`src/hw/rtl/mi_pkg.sv`:
```
// Shared constants for the modular inverse pipeline.
package mi_pkg;

  localparam int unsigned WIDTH = 30;
  localparam logic [WIDTH-1:0] MODULUS = 30'd1000000007;
  localparam logic [WIDTH-1:0] EXPONENT = 30'd1000000005;
  // Barrett constant: floor(2^60 / MODULUS), fits in 31 bits.
  localparam logic [30:0] MU = 31'd1152921496;
  localparam int unsigned STEPS = 30;
  localparam int unsigned MUL_LAT = 5;
  // One input stage plus one modular multiply per exponent bit.
  localparam int unsigned LATENCY = 1 + STEPS * MUL_LAT;

  typedef logic [WIDTH-1:0] residue_t;

endpackage

```
`src/hw/rtl/mi_modmul.sv`:
```
// Five-stage pipelined modular multiplier with Barrett reduction.
module mi_modmul (
  input  logic            clk,
  input  mi_pkg::residue_t a,
  input  mi_pkg::residue_t b,
  output mi_pkg::residue_t p
);
  import mi_pkg::*;

  logic [59:0] prod;
  logic [30:0] quot;
  logic [31:0] plo1;
  logic [31:0] plo2;
  logic [31:0] qm;
  logic [31:0] rem;
  logic [61:0] qest;
  logic [61:0] qmfull;
  logic [32:0] sub1;
  logic [32:0] sub2;

  assign qest   = 62'(prod[59:29]) * 62'(MU);
  assign qmfull = 62'(quot) * 62'(MODULUS);
  assign sub1   = {1'b0, rem} - 33'(MODULUS);
  assign sub2   = {1'b0, rem} - (33'(MODULUS) << 1);

  always_ff @(posedge clk) begin
    prod <= 60'(a) * 60'(b);
    quot <= qest[61:31];
    plo1 <= prod[31:0];
    qm   <= qmfull[31:0];
    plo2 <= plo1;
    rem  <= plo2 - qm;
    // The Barrett estimate is at most two short of the true quotient.
    if (!sub2[32]) begin
      p <= sub2[WIDTH-1:0];
    end else if (!sub1[32]) begin
      p <= sub1[WIDTH-1:0];
    end else begin
      p <= rem[WIDTH-1:0];
    end
  end

endmodule

```
`config.mk`:
```
export PLATFORM = sky130hd
export DESIGN_NAME = mi_modmul
export DESIGN_NICKNAME = d
export VERILOG_FILES = /design/src/hw/rtl/mi_pkg.sv /design/src/hw/rtl/mi_modmul.sv
export SDC_FILE = /design/constraint.sdc
export NUM_CORES = 2
export LEC_CHECK = 0
export BUFFER_PORTS_ARGS = -buffer_cell sky130_fd_sc_hd__buf_4
export CAP_MARGIN = 10
export CORE_MARGIN = 4
export CORE_UTILIZATION = 50
export CTS_CLUSTER_SIZE = 24
export DETAILED_ROUTE_END_ITERATION = 10
export MAX_ROUTING_LAYER = met4
export PLACE_DENSITY = 0.75
export SLEW_MARGIN = 10
export SYNTH_ARGS = -nofsm -noshare
export SYNTH_HDL_FRONTEND = slang
export SYNTH_SLANG_ARGS = --single-unit
export TNS_END_PERCENT = 20
```
`constraint.sdc`:
```
create_clock -name clk -period 11.2 [get_ports clk]
set_clock_uncertainty 0.05 [all_clocks]
set_input_delay 1.12 -clock clk [delete_from_list [all_inputs] [get_ports clk]]
set_output_delay 1.12 -clock clk [all_outputs]
set_load 0.005 [all_outputs]
```
# Word level (Yosys, flattened, before mapping)

Index checks and enable logic that the tools add are counted.

$mul: 3
Add/sub/neg operators: 3
Muxes and demuxes: 2

Operators with widths:

| operator                 | count |
|---|---|
| $mul A30 B30 Y60         | 1 |
| $mux W30                 | 2 |
| $mul A31 B28 Y59 const B | 1 |
| $sub A32 B30 Y33 const B | 1 |
| $sub A32 B31 Y33 const B | 1 |
| $mul A31 B30 Y32 const B | 1 |
| $sub A32 B32 Y32         | 1 |

Input port bits: 61
Register bits: 249
Output and inout bits: 30
Logic and storage cells: 15

# Logic depth before layout (Yosys ltp)

Depth after elaboration: 3
Mapped depth: 29
Mapped depth without buffers: 28

# Worst setup path after synthesis

OpenSTA, ideal clock, no wires.

Kind: input port to flip-flop
From: input port b[7]
To: register prod[56]
Path slack: 3.077 ns
Stages on the path: 25
Path buffers: 1
Arrival time: 7.949 ns
Setup time: 0.124 ns
Path through: clkbuf_1 > and2_1 > fa_1 > fa_1 > inv_1 > fa_1 > fa_1 > fa_1 > inv_1 > fa_1 > fa_1 > inv_1 > fa_1 > inv_1 > ha_1 > and2_1 > nand3_1 > or3_1 > a221oi_1 > o21ai_0 > o31a_1 > o21a_1 > o2111ai_1 > a311oi_1 > xnor2_1

Cells in the longest elaborated chain, start to end: 1

RTL lines:

| what                 | RTL line        | text |
|---|---|---|
| start, declared      | mi_modmul.sv:5  | `input mi_pkg::residue_t b,` |
| $mul A30 B30 Y60     | mi_modmul.sv:27 | `prod <= 60'(a) * 60'(b);` |
| end signal, assigned | mi_modmul.sv:27 |  |
| end, declared        | mi_modmul.sv:10 | `logic [59:0] prod;` |

No other way between the ends.

# Worst setup path after layout

From: input port a[12]
To: register prod[53]

Cells in the longest elaborated chain, start to end: 1

RTL lines:

| what             | RTL line        | text |
|---|---|---|
| start, declared  | mi_modmul.sv:4  | `input mi_pkg::residue_t a,` |
| $mul A30 B30 Y60 | mi_modmul.sv:27 |  |

No other way between the ends.

==> qor.txt <==
Max cap viols = 0
First-pass GRT wire length = 226.2 mm
Post-route setup TNS = 0 ps
DP Wirelength = 114.4 mm
Routed wire per std cell = 18.75 um
Post-synth top area share = 0.4269
I/O Buffers = 90
Routed WL = 138.6 mm
CTS Sinks = 249
Hold depth = 0
Area delta synth->final = 4.772%
Number of enable flip-flop cells after synthesis = 0
1st-iter DRT viols = 2328
Post-synthesis sequential area ratio = 0.08685
CP Capture Type = register
# rows = 124
CTS buffer count = 25
Top_reg_cell synth = dfxtp_1
Min cycle time layout = 8526 ps
Clk root buf = clkbuf_16
CTS Hold Bufs = 0
CTS max path bufs = 3
Largest net degree at the start of global routing = 31
Vias = 39160
Vias per inst = 5.300
Outcome = finished clean
Antenna cell count = 0
Global Route Usage Sum = 0.2425
Initial cell density of the core = 0.5026
Synth unique cells = 82
Post-CTS Setup Bufs = 0
Worst-path clk slew = 60 ps
CTS tree = built
Reg2Reg Setup Slack = 3160 ps
Cell Area, Synth = 57400 um2
Ys async rst share = 0
Syn Area/Cell = 9.659 um2
Count leader, synth = inv_1
Share of cells above drive strength 1 = 0.02808
Core box area = 114200 um2
Final period util = 0.7613
Syn Nets = 8022
Clk_lat worst skew = 550 ps
Max Slew Vio Count = 0
Die width = 346.8 um
Die footprint = 120300 um2
Commonest cells in the netlist = 1507 x inv_1, 1224 x fa_1, 795 x ha_1
WS Path Type = input pin to register
CP startpoint kind = input pin
CTS H-tree depth = 1
Final setup vio count = 0
Initial DRT Pass Iterations = 5
Worst min path class = register to register
Worst reg2reg endpoint = quot[28]$_DFF_P_
Final hold viol count = 0
Pre-CTS setup slack = 2179 ps
DRC viols = 0
HP Start = prod[21]$_DFF_P_
YS warnings = 0
Peak Freq = 117.3 MHz
Synth area leader = fa_1
Worst r2r src = prod[44]$_DFF_P_
GRT overflow = 0
Global placement routability congestion = 0.9611
Normalized max-slew margin = 0.3479
Vias in the first global route = 42610
Antenna violations before repair = 0
Synthesis-stage register bit count = 249
Crit path DAT = 8910 ps
RSZ-0062 raised after global routing = no
Max FO, Critical Path = 30
Cts repair resizes = 0
Worst Slack Setup Final = 2674 ps
Hold endpoint = plo1[21]$_DFF_P_
Die Y = 346.8 um
I/O pins = 91
R2r worst-path depth = 20
Synth area leaders = fa_1 43%, ha_1 17%, inv_1 9.9%
Gate Count Post-Synth = 5942
Nets = 7938
Worst path required time = 11580 ps
Actual slew at the worst max-slew pin = 976.8 ps
Post-DRT Antenna Nets = 0
sequential cells by signal (all words and copies together) (netlist names):
register,flops
rem,32
quot,31
prod,60
plo2,32
p,30
qm,32
plo1,32
worst max path at each step:
stage / startpoint / to / slack, ps / cells past startpoint
floorplan: b[7] / prod[56]$_DFF_P_ / 3080 / 25
global placement: a[12] / prod[53]$_DFF_P_ / 2180 / 26
detailed placement: a[13] / prod[53]$_DFF_P_ / 2180 / 26
CTS: a[13] / prod[53]$_DFF_P_ / 2750 / 26
global route: a[12] / prod[53]$_DFF_P_ / 2400 / 26
finish: a[12] / prod[53]$_DFF_P_ / 2670 / 26
placed cells by master, fill, tap and decap left out, drive strengths merged, types with 19 or more instances in the layout:
cell,instances
nand2,472
ha,795
clkbuf,30
nor3,25
nand2b,19
xor2,59
buf,95
o21a,29
nand3,28
fa,1224
nor2,89
a21oi,137
a31oi,28
dfxtp,249
a21o,73
o21ai,106
nand4,19
and2,544
xnor2,130
inv,1513
routing by layer:
metal,global-route usage,wire length (um),up-vias
li1,-,-,17700
met1,0.3161,57990,19770
met2,0.3773,62990,1449
met3,0.06671,13530,238
met4,0.06130,4073,0
met5,-,0,-
cell families after synthesis:
| kind of cell | share of synthesized area |
|---|---|
| buf+inv | 0.1123 |
| fa+ha+maj | 0.6002 |
| flops | 0.08685 |
| mux | 0.0005450 |
| simple gates | 0.1116 |
| xor+xnor | 0.02884 |
| compound gates | 0.05964 |
area by class of cell:
| cell class | count | area, um2 |
|---|---|---|
| Fill cell | 10080 | 54050 |
| Multi-Input combinational cell | 3980 | 45970 |
| Inverter | 1507 | 5657 |
| Sequential cell | 249 | 4985 |
| Tap cell | 1512 | 1892 |
| Timing Repair Buffer | 95 | 713.2 |
| Clock buffer | 30 | 684.4 |
| Clock inverter | 16 | 234.0 |
through the flow:
step           cells  instance area [um2]  hold slack (ps)    util
2_1_floorplan   5942                57400            259.6       -
3_3_place_gp    7343                59210            261.5  0.5186
3_5_place_dp    7343                59210            262.1  0.5186
4_1_cts         7389                60130            274.6  0.5266
5_1_grt         7389                60140            269.5  0.5266
6_report        7389                60140            273.4  0.5266
worst max-delay path: stages:
cell      delay, ps
buf_4           330
and2_1          210
fa_1            450
fa_1            510
fa_1            510
inv_1            50
fa_1            520
inv_1            80
fa_1            510
inv_1            60
fa_1            540
inv_1            50
fa_1            470
inv_1            50
fa_1            470
inv_1            40
ha_1            360
nand3_1         100
or3_1           340
o21ai_1         330
a31oi_1         280
o31ai_2         690
a311oi_1        300
o211ai_1        250
a31oi_1         130
xnor2_1         140
Power is left out: the tool's default activity adds up to more than one toggle a clock period on the data nets, which glitch-free logic cannot reach.
